File: config.mk
export PLATFORM = sky130hd
export DESIGN_NAME = event_timer_register_block
export DESIGN_NICKNAME = d
export VERILOG_FILES = /design/src/rtl/etr_pkg.sv /design/src/rtl/etr_timer.sv /design/src/rtl/event_timer_register_block.sv
export VERILOG_INCLUDE_DIRS = /design/src /design/src/rtl
export SDC_FILE = /design/constraint.sdc
export NUM_CORES = 2
export LEC_CHECK = 0
export BUFFER_PORTS_ARGS = -buffer_cell sky130_fd_sc_hd__clkbuf_2
export CAP_MARGIN = 20
export CORE_MARGIN = 5
export CORE_UTILIZATION = 38
export DETAILED_ROUTE_END_ITERATION = 7
export PLACE_DENSITY = 0.56
export SLEW_MARGIN = 20
export SYNTH_ARGS = -nofsm -noshare
export SYNTH_HDL_FRONTEND = slang
export SYNTH_SLANG_ARGS = --single-unit
File: constraint.sdc
create_clock -name clk -period 9.35 [get_ports clk]
set_input_delay 1.4025 -clock clk [delete_from_list [all_inputs] [get_ports clk]]
set_output_delay 1.4025 -clock clk [all_outputs]
set_load 0.02 [all_outputs]
File: src/rtl/event_timer_register_block_assert.svh
// Assertion macros shared by the event timer register block RTL.
`ifndef EVENT_TIMER_REGISTER_BLOCK_ASSERT_SVH
`define EVENT_TIMER_REGISTER_BLOCK_ASSERT_SVH

// Same-cycle implication, checked outside reset.
`define ETR_ASSERT_NOW(label, clk_sig, rst_sig, cond, check) \
  label: assert property (@(posedge clk_sig) disable iff (rst_sig) (cond) |-> (check)) \
    else $error("event timer assertion failed");

// Next-cycle implication, checked outside reset.
`define ETR_ASSERT_NEXT(label, clk_sig, rst_sig, cond, check) \
  label: assert property (@(posedge clk_sig) disable iff (rst_sig) (cond) |=> (check)) \
    else $error("event timer assertion failed");

`endif

File: src/rtl/etr_pkg.sv
// Package with types and constants of the event timer register block.
`default_nettype none
package etr_pkg;

  localparam int unsigned NUM_TIMERS_DEF = 3;
  localparam int unsigned FIRED_W        = 3;
  localparam int unsigned PERIOD_W       = 27;
  localparam logic [PERIOD_W-1:0] PERIOD_RESET = 27'd10000000;

  localparam logic [9:0] OFF_CAPS    = 10'h000;
  localparam logic [9:0] OFF_CONFIG  = 10'h010;
  localparam logic [9:0] OFF_COUNTER = 10'h0F0;
  localparam int unsigned OFF_TIMER_BASE = 'h100;
  localparam int unsigned OFF_CMP_BASE   = 'h108;
  localparam int unsigned TIMER_STRIDE   = 'h20;

  // Bit positions inside the register layouts.
  localparam int unsigned GCFG_ENABLE_BIT   = 0;
  localparam int unsigned TCFG_INTEN_BIT    = 2;
  localparam int unsigned TCFG_PERIODIC_BIT = 3;
  localparam int unsigned TCFG_ROUTE_LSB    = 9;

  typedef enum logic [1:0] {
    CMD_READ  = 2'd0,
    CMD_WRITE = 2'd1,
    CMD_TICK  = 2'd2
  } command_t;

  typedef struct packed {
    logic [1:0]  command;
    logic [9:0]  register_offset;
    logic [63:0] write_data;
  } in_word_t;

  typedef struct packed {
    logic [63:0]        read_data;
    logic [FIRED_W-1:0] timers_fired;
  } out_word_t;

  // Strobes from the decode logic to one timer.
  typedef struct packed {
    logic cfg_we;
    logic cmp_we;
    logic tick;
  } timer_ctl_t;

  // State that one timer reports back.
  typedef struct packed {
    logic        inten;
    logic        periodic;
    logic [4:0]  route;
    logic [63:0] cmp;
    logic        fired;
  } timer_stat_t;

endpackage
`default_nettype wire

File: src/rtl/etr_timer.sv
// One comparator timer: settings, comparator, repeat interval and write phase.
`default_nettype none
module etr_timer (
  input  wire logic               clk,
  input  wire logic               rst,
  input  wire etr_pkg::timer_ctl_t ctl,
  input  wire logic [63:0]        wdata,
  input  wire logic [63:0]        count_next,
  output etr_pkg::timer_stat_t    stat
);
  import etr_pkg::*;

  logic        inten;
  logic        periodic;
  logic [4:0]  route;
  logic [63:0] cmp;
  logic [63:0] interval;
  logic        pending;
  logic        fire;
  logic [63:0] cmp_advanced;

  assign fire         = ctl.tick && inten && (count_next == cmp);
  assign cmp_advanced = cmp + interval;

  always_ff @(posedge clk) begin
    if (rst) begin
      inten    <= 1'b0;
      periodic <= 1'b0;
      route    <= '0;
      cmp      <= '1;
      interval <= '0;
      pending  <= 1'b0;
    end else begin
      if (ctl.cfg_we) begin
        inten    <= wdata[TCFG_INTEN_BIT];
        periodic <= wdata[TCFG_PERIODIC_BIT];
        route    <= wdata[TCFG_ROUTE_LSB +: 5];
        pending  <= 1'b0;
      end
      if (ctl.cmp_we) begin
        // In periodic mode the second word of a pair sets the interval.
        if (periodic && pending) begin
          interval <= wdata;
          pending  <= 1'b0;
        end else begin
          cmp     <= wdata;
          pending <= periodic;
        end
      end
      if (fire && periodic) begin
        cmp <= cmp_advanced;
      end
    end
  end

  assign stat.inten    = inten;
  assign stat.periodic = periodic;
  assign stat.route    = route;
  assign stat.cmp      = cmp;
  assign stat.fired    = fire;

endmodule
`default_nettype wire

File: src/rtl/event_timer_register_block.sv
// Top level: item register, main counter, register decode and result register.
//
//   channel   direction  handshake                   word
//   item      in         item_valid / item_ready     etr_pkg::in_word_t
//   result    out        result_valid / result_ready etr_pkg::out_word_t
//   cfg       in         cfg_valid / cfg_ready       cfg_data (tick period)
//
// One item per clock sustained while result_ready is high; a word is processed
// once it is in the item register and the result register is free, and its
// result then goes into the result register. The timer compare (one 64-bit add
// and compare per timer) sets the path. Reset is synchronous; cfg_ready is
// always high. A stalled result holds the result register and lets one more
// item wait in the item register before item_ready drops.
`default_nettype none
module event_timer_register_block #(
  parameter int unsigned NUM_TIMERS = etr_pkg::NUM_TIMERS_DEF
) (
  input  wire logic                          clk,
  input  wire logic                          rst,
  input  wire logic                          item_valid,
  output logic                               item_ready,
  input  wire etr_pkg::in_word_t             item,
  output logic                               result_valid,
  input  wire logic                          result_ready,
  output etr_pkg::out_word_t                 result,
  input  wire logic                          cfg_valid,
  output logic                               cfg_ready,
  input  wire logic [etr_pkg::PERIOD_W-1:0]  cfg_data
);
  import etr_pkg::*;

  in_word_t             in_q;
  logic                 in_held;
  logic                 advance;
  logic [PERIOD_W-1:0]  period;
  logic [63:0]          main_count;
  logic [63:0]          count_next;
  logic                 count_enable;
  logic                 is_read;
  logic                 is_write;
  logic                 tick_go;
  logic [63:0]          read_data_next;
  logic [63:0]          timer_rd [NUM_TIMERS];
  logic [FIRED_W-1:0]   fired_next;
  timer_ctl_t           ctl [NUM_TIMERS];
  timer_stat_t          stat [NUM_TIMERS];
  out_word_t            result_next;

  assign advance    = in_held && (!result_valid || result_ready);
  assign item_ready = !in_held || advance;
  assign cfg_ready  = 1'b1;

  always_ff @(posedge clk) begin
    if (rst) begin
      in_held <= 1'b0;
    end else if (item_ready) begin
      in_held <= item_valid;
    end
  end

  always_ff @(posedge clk) begin
    if (item_valid && item_ready) begin
      in_q <= item;
    end
  end

  always_ff @(posedge clk) begin
    if (rst) begin
      period <= PERIOD_RESET;
    end else if (cfg_valid) begin
      period <= cfg_data;
    end
  end

  always_comb begin
    is_read  = 1'b0;
    is_write = 1'b0;
    tick_go  = 1'b0;
    case (in_q.command)
      CMD_READ:  is_read  = advance;
      CMD_WRITE: is_write = advance;
      CMD_TICK:  tick_go  = advance && count_enable;
      default: ;
    endcase
  end

  assign count_next = main_count + 64'd1;

  always_ff @(posedge clk) begin
    if (rst) begin
      main_count   <= '0;
      count_enable <= 1'b0;
    end else begin
      if (tick_go) begin
        main_count <= count_next;
      end else if (is_write && in_q.register_offset == OFF_COUNTER) begin
        main_count <= in_q.write_data;
      end
      if (is_write && in_q.register_offset == OFF_CONFIG) begin
        count_enable <= in_q.write_data[GCFG_ENABLE_BIT];
      end
    end
  end

  for (genvar n = 0; n < NUM_TIMERS; n++) begin : g_timer
    localparam logic [9:0] CfgOff = 10'(OFF_TIMER_BASE + n * TIMER_STRIDE);
    localparam logic [9:0] CmpOff = 10'(OFF_CMP_BASE + n * TIMER_STRIDE);

    assign ctl[n].cfg_we = is_write && in_q.register_offset == CfgOff;
    assign ctl[n].cmp_we = is_write && in_q.register_offset == CmpOff;
    assign ctl[n].tick   = tick_go;

    etr_timer u_timer (
      .clk        (clk),
      .rst        (rst),
      .ctl        (ctl[n]),
      .wdata      (in_q.write_data),
      .count_next (count_next),
      .stat       (stat[n])
    );

    always_comb begin
      if (in_q.register_offset == CfgOff) begin
        timer_rd[n] = {50'd0, stat[n].route, 4'd0, 1'b1, stat[n].periodic,
                       stat[n].inten, 2'd0};
      end else if (in_q.register_offset == CmpOff) begin
        timer_rd[n] = stat[n].cmp;
      end else begin
        timer_rd[n] = '0;
      end
    end
  end

  always_comb begin
    read_data_next = '0;
    fired_next     = '0;
    if (is_read) begin
      if (in_q.register_offset == OFF_CAPS) begin
        read_data_next = {5'd0, period, 19'd0, 5'(NUM_TIMERS - 1), 8'd0};
      end else if (in_q.register_offset == OFF_CONFIG) begin
        read_data_next = {63'd0, count_enable};
      end else if (in_q.register_offset == OFF_COUNTER) begin
        read_data_next = main_count;
      end else begin
        // Timer offsets are distinct, so at most one term is nonzero.
        for (int n = 0; n < NUM_TIMERS; n++) begin
          read_data_next = read_data_next | timer_rd[n];
        end
      end
    end
    for (int n = 0; n < NUM_TIMERS; n++) begin
      fired_next[n] = stat[n].fired;
    end
  end

  assign result_next.read_data    = read_data_next;
  assign result_next.timers_fired = fired_next;

  always_ff @(posedge clk) begin
    if (rst) begin
      result_valid <= 1'b0;
    end else if (advance) begin
      result_valid <= 1'b1;
    end else if (result_ready) begin
      result_valid <= 1'b0;
    end
  end

  always_ff @(posedge clk) begin
    if (advance) begin
      result <= result_next;
    end
  end

`include "event_timer_register_block_assert.svh"

  `ETR_ASSERT_NOW(a_no_overwrite, clk, rst, result_valid && !result_ready, !advance)
  `ETR_ASSERT_NEXT(a_halted_tick, clk, rst,
                   advance && in_q.command == CMD_TICK && !count_enable,
                   $stable(main_count) && result.timers_fired == '0)
  `ETR_ASSERT_NEXT(a_quiet_read_data, clk, rst,
                   advance && in_q.command != CMD_READ, result.read_data == '0)
  `ETR_ASSERT_NOW(a_unused_fired, clk, rst, result_valid,
                  (result.timers_fired >> NUM_TIMERS) == '0)

endmodule
`default_nettype wire

Word-level counts from Yosys, hierarchy flattened
Index checks and enable logic that the tools add are counted.
- flip-flop bits (word level): 645
- input bits: 108
- logic and storage cells: 132
- output and inout bits: 70
- $add $sub $neg: 4
- muxes and demuxes: 34
- bitwise gates (word level): 3
- reductions and logical operators: 45
- equal/unequal tests: 16
- operators with widths (kind ; count):
    64-bit two-way mux ; 18
    64-bit adder ; 3
    64-bit equality test ; 3
    64-bit OR ; 2
    59-bit two-way mux ; 2
    64-bit by 1-bit adder with 64-bit output, second input constant ; 1
    10-bit by 9-bit equality test with 1-bit output, second input constant ; 6
    1-bit logical AND ; 23
    2-bit nonzero test ; 8
    1-bit two-way mux ; 14
    2-bit AND reduction ; 6
    10-bit by 5-bit equality test with 1-bit output, second input constant ; 1
    10-bit by 8-bit equality test with 1-bit output, second input constant ; 1
    10-bit logical NOT ; 1
    2-bit != test, second input constant ; 3
    3-bit OR reduction ; 1
    2-bit by 1-bit equality test with 1-bit output, second input constant ; 1
    2-bit equality test, second input constant ; 1
    1-bit logical NOT ; 2
    2-bit logical NOT ; 1
    1-bit logical OR ; 2
    2-bit OR reduction ; 1
    1-bit inverter ; 1

Longest topological paths before layout
- depth after elaboration: 10
- mapped depth: 18
- depth with buffers taken out: 15

Modules after synthesis
Synthesis repeated with hierarchy kept, for this count alone.
- cell total of the unflattened synthesis: 5195
- area total of the unflattened synthesis: 42692.2 um^2
- modules (own cells, without submodules) (module ; cells each ; area each (um^2) ; sequential area each (um^2) ; instances):
    event_timer_register_block ; 1219 ; 12253.0 ; 6175.9 ; 1
    etr_timer (g_timer[1].u_timer) ; 1335 ; 10271.1 ; 2722.6 ; 1
    etr_timer (g_timer[2].u_timer) ; 1336 ; 10136.0 ; 2722.6 ; 1
    etr_timer (g_timer[0].u_timer) ; 1305 ; 10032.1 ; 2722.6 ; 1

Worst setup path before layout
Ideal clock, no wire load.
- path kind: register to register
- from: register main_count[1]
- to: register g_timer[0].u_timer.cmp[39]
- period minus slack after synthesis: 4495 ps
- buffers on the path: 4
- setup time: 129 ps
- required time: 9221 ps
- setup slack: 4855 ps
- cell stages (with the launch flop): 17
- data arrival time: 4365 ps
- cells stage by stage: dfxtp_1 > ha_1 > and4_4 > nand4_4 > or4_1 > buf_2 > nor4_4 > and4_1 > buf_4 > xnor2_2 > a2111oi_0 > or4b_4 > nor4_4 > buf_4 > buf_4 > mux2i_1 > nand2_1
- cells in the longest elaborated chain, start to end: 6
- elaborated cells between the ends (all ways): 8
- those cells by class: add/sub (1); eq/ne (2); mux (1); reduce/logical (4)
- ends and longest elaborated chain (element ; RTL line ; text):
    from (decl) ; event_timer_register_block.sv:36 ; logic [63:0] main_count;
    from (signal assigned) ; event_timer_register_block.sv:95 ; main_count <= count_next;
    from (signal assigned) ; event_timer_register_block.sv:97 ; main_count <= in_q.write_data;
    64-bit by 1-bit adder with 64-bit output (*) ; event_timer_register_block.sv:87 ; assign count_next = main_count + 64'd1;
    64-bit equality test (*) ; etr_timer.sv:22 ; assign fire = ctl.tick && inten && (count_next == cmp);
    1-bit logical AND (*) ; etr_timer.sv:22 ;
    1-bit logical AND (*) ; etr_timer.sv:50 ; if (fire && periodic) begin
    2-bit != test (no source line) or 2-bit nonzero test (tied branches) ; n/a ;
    2-bit AND reduction (no source line) ; n/a ;
    to (signal assigned) ; etr_timer.sv:46 ; cmp <= wdata;
    to (signal assigned) ; etr_timer.sv:51 ; cmp <= cmp_advanced;
    to (decl) ; etr_timer.sv:16 ; logic [63:0] cmp;
Every way passes the cells marked *; elsewhere a longest branch is shown, timed or not.
A chain may end at the register's enable or synchronous reset.

Worst setup path after layout
- from: register main_count[13]
- to: register g_timer[2].u_timer.cmp[41]
- cells in the longest elaborated chain, start to end: 6
- elaborated cells between the ends (all ways): 8
- those cells by class: add/sub (1); eq/ne (2); mux (1); reduce/logical (4)
- ends and longest elaborated chain (element ; RTL line):
    64-bit by 1-bit adder with 64-bit output (*) ; event_timer_register_block.sv:87
    64-bit equality test (*) ; etr_timer.sv:22
    1-bit logical AND (*) ; etr_timer.sv:22
    1-bit logical AND (*) ; etr_timer.sv:50
    2-bit != test (no source line) or 2-bit nonzero test (tied branches) ; n/a
    2-bit AND reduction (no source line) ; n/a
    to (signal assigned) ; etr_timer.sv:46
    to (signal assigned) ; etr_timer.sv:51
    to (decl) ; etr_timer.sv:16
Marked as above.

==> qor.yml <==
outcome:
  status: "complete, but fails checks"
  violations: "design-rule violations"
cts:
  cts_hold_buf: 0
  root_buffer: "clkbuf_16"
  cts_buffers: 81
  cts_resized: 0
  clk_pin_slew_worst_paths_ns: 0.06
  clock_latency_ns: 0.71
  clockBufferDepth: 3
  h-tree-depth: 3
  post_cts_buffers: 0
  clkSinkCount: 645
  cts_tree: "built"
pwr:
  clkPwrFrac: 0.521
  swShare: 0.245
  combPwrFrac: 0.021
  p_total_w: 0.00650
  p_seq_frac: 0.457
  p_switching_w: 0.00159
  power.density_mw_per_mm2: 136
  internal_power_w: 0.00490
  p_leak_nw: 19.0
  vdd_drop_max_mv: 0.155
synthesis:
  synth_top_family_by_area: "compound AO/OA/AOI/OAI gates"
  synth-compound-area-share: 0.226
  syn_nets: 5774
  synth_edf_count: 143
  ys_types: 91
  synthXorXnorAreaFrac: 0.0789
  netlist_instances: 5473
  syn_area_per_cell_um2: 7.86
  synth_seq_cells: 645
  async_flop_share: 0
  synth_flop_cell: "dfxtp_1"
  synthMuxAreaShare: 0.0355
  synthAdderAreaFrac: 0.0569
  ys_seq_area_frac: 0.333
  synth_warnings: 0
  synth-simple-area-share: 0.225
  synthesis.area_mm2: 0.0430
cells_and_area:
  nNetsFinal: 5738
  syn_to_final_growth_pct: 11.4
  drive_gt1_frac: 0.0841
placement:
  place_hpwl_mm: 161
  gp_congestion: 1.10
  place_ws_ns: 2.81
  port_buffers: 176
setup_path:
  criticalPathCategory: "reg -> reg"
  ff2ff_setup_slack_ns: 2.58
  worst_setup_path_end_kind: "flip-flop"
  r2r_cells: 14
  cp-start-kind: "flip-flop"
  crit_fanout: 86
  required_ns: 9.91
  arrival_ns: 7.33
floorplanning:
  die_area_mm2: 0.120
  coreArea_mm2: 0.112
  die_y_um: 346
  die_x_um: 346
  start_util: 0.382
  ios: 178
  placementRows: 123
timing:
  slew_headroom: 0.200
  finalSetupViolCount: 0
  fin_crit_ns: 6.77
  max_freq_mhz: 148
  setup_ws_ns: 2.58
  setup_tns_ns: 0
  fin_skew_ns: 0.0399
  drv_slew: 0
  hold_violations: 0
  worstMarginPinSlew_ns: 1.20
  rsz0062_at_grt: "false"
  fin_crit_sh: 0.725
detailed_routing:
  routed_wl_mm: 213
  drt_iter0_markers: 6143
  ant_nets: 0
  drt-vias-per-instance: 6.28
  dr.pass1.iters: 8
  drc: 5
  wire_per_inst_um: 30.4
  vias: 44000
global_route:
  antenna_found_initial: 9
  grt_pass1_wl_mm: 299
  grt-ovfl-total: 0
  grt_pass1_vias: 40000
  grt_max_degree: 101
  grt_usage: 0.337
min_path:
  hp-class: "reg -> reg"
  holdPathStages: 2
run:
  drv_cap: 0
[per-layer routing]
| metal | up-vias | GRT usage | routed length, um |
|---|---|---|---|
| met4 | 2 | 0.128 | 9470 |
| met5 | - | 0 | 17 |
| met1 | 21400 | 0.489 | 94000 |
| met3 | 393 | 0.0816 | 23100 |
| li1 | 19700 | - | - |
| met2 | 2423 | 0.481 | 86300 |
[synth_stat cells (all sizes together), types with 23 or more instances]
cell type,number,share of area
a211o,50,0.010
a22oi,32,0.0056
a21oi,648,0.075
nor3,97,0.011
ha,190,0.055
dfxtp,502,0.23
a211oi,23,0.0040
nand2,999,0.087
a21o,140,0.024
nor2,414,0.036
nand3b,31,0.0054
or3,24,0.0035
or4,25,0.0044
mux2i,139,0.032
o21ai,230,0.027
xnor2,222,0.045
nand3,117,0.014
a222oi,71,0.017
and3,50,0.0073
edfxtp,143,0.10
o21bai,43,0.0075
a221oi,33,0.0067
o21a,29,0.0051
xor2,144,0.029
buf,75,0.0097
clkbuf,312,0.027
inv,82,0.0072
a31oi,36,0.0052
and2,34,0.0049
nor2b,41,0.0060
nand4,110,0.016
nor4,69,0.012
o211ai,44,0.0077
nand2b,34,0.0049
[state kept, by name, indices dropped and copies added, names as in the netlist]
signal                    flops
g_timer.u_timer.cmp         192
result                       67
g_timer.u_timer.interval    192
g_timer.u_timer.inten         3
count_enable                  1
main_count                   64
g_timer.u_timer.route        15
g_timer.u_timer.pending       3
result_valid                  1
g_timer.u_timer.periodic      3
in_q                         76
in_held                       1
period                       27
[layout by cell type, fill, tap and decap left out, types with 18 or more instances in the layout]
cell type  netlist  layout
a222oi_1        71      71
inv_1           81      80
clkinv_2         0      19
mux2i_1        139     139
or3_1           24      24
buf_4           12      88
o21a_1          29      29
nor2_1         414     407
a211oi_1        23      23
and2_1          33      32
nor4_1          61      58
nand2_1        999     996
and4_1          18      18
a221oi_1        33      33
or4_1           25      25
nand2b_1        34      33
nor2b_1         41      41
o21ai_0        229     229
o211ai_1        44      44
a211o_1         50      50
clkbuf_16        0      82
edfxtp_1       143     143
a31oi_1         36      36
dfxtp_1        502     502
nand3b_1        31      31
xor2_1         144     144
ha_1           190     190
clkbuf_2         1     175
nand4_1        109     109
a22oi_1         32      32
nand3_1        117     114
xnor2_1        221     221
a21o_1         140     140
a21oi_1        648     646
o21bai_1        43      43
and3_1          49      48
nor3_1          96      93
[per-stage QoR]
stage | hold WS (ns) | instances | utilization | area [um^2]
2_1_floorplan | 0.441 | 5473 | - | 43000
3_3_place_gp | 0.447 | 6854 | 0.401 | 45100
3_5_place_dp | 0.452 | 6854 | 0.401 | 45100
4_1_cts | 0.461 | 7006 | 0.426 | 47900
5_1_grt | 0.475 | 7006 | 0.426 | 47900
6_report | 0.459 | 7011 | 0.426 | 47900
[cells by family (layout without fill, tap and decap cells)]
family | after synthesis | in the layout
AO/OA/AOI/OAI | 1535 | 1535
XOR/XNOR | 374 | 374
adder cells (fa/ha/maj) | 194 | 194
buffers and inverters | 469 | 502
flip-flops | 645 | 645
multiplexers | 151 | 151
other | 1 | 6
AND/OR/NAND/NOR | 2104 | 2104
[path summary, 6_finish.rpt]
path	start	to
max	main_count[13]	g_timer[2].u_timer.cmp[41]
min	g_timer[0].u_timer.interval[30]	g_timer[0].u_timer.interval[30]
max reg2reg	main_count[13]	g_timer[2].u_timer.cmp[41]
min reg2reg	g_timer[0].u_timer.interval[30]	g_timer[0].u_timer.interval[30]
[cell type report]
| class | instances | area [um^2] |
|---|---|---|
| antenna | 5 | 12.5 |
| sequential | 645 | 14300 |
| multi-input combinational | 4359 | 26900 |
| timing repair buffer | 268 | 1630 |
| clock inverter | 54 | 678 |
| clock buffer | 98 | 2130 |
| tap | 1500 | 1880 |
| inverter | 82 | 312 |
| fill | 11400 | 64600 |
[power groups by stage]
stage,clock network [W],logic (W),registers (W)
6_report,0.00339,0.000139,0.00297
3_3_place_gp,0,0.000138,0.00303
2_1_floorplan,0,0.0000696,0.00298
4_1_cts,0.00344,0.000140,0.00297
3_5_place_dp,0,0.000140,0.00303
5_1_grt,0.00354,0.000149,0.00297
[worst max-delay path: stages (launching register included)]
cell and delay (ns):
dfxtp_1 0.75, and4_1 0.36, nand3_1 0.64, or4_1 1.02
nor3_1 0.90, xnor2_1 0.23, nand4_1 0.12, a2111oi_0 0.80
nand4b_1 0.20, nor4_2 0.29, buf_12 0.35, nor2_1 0.23
buf_4 0.27, a221oi_1 0.22, o21ai_0 0.11
Power figures use the tool's default switching activity.
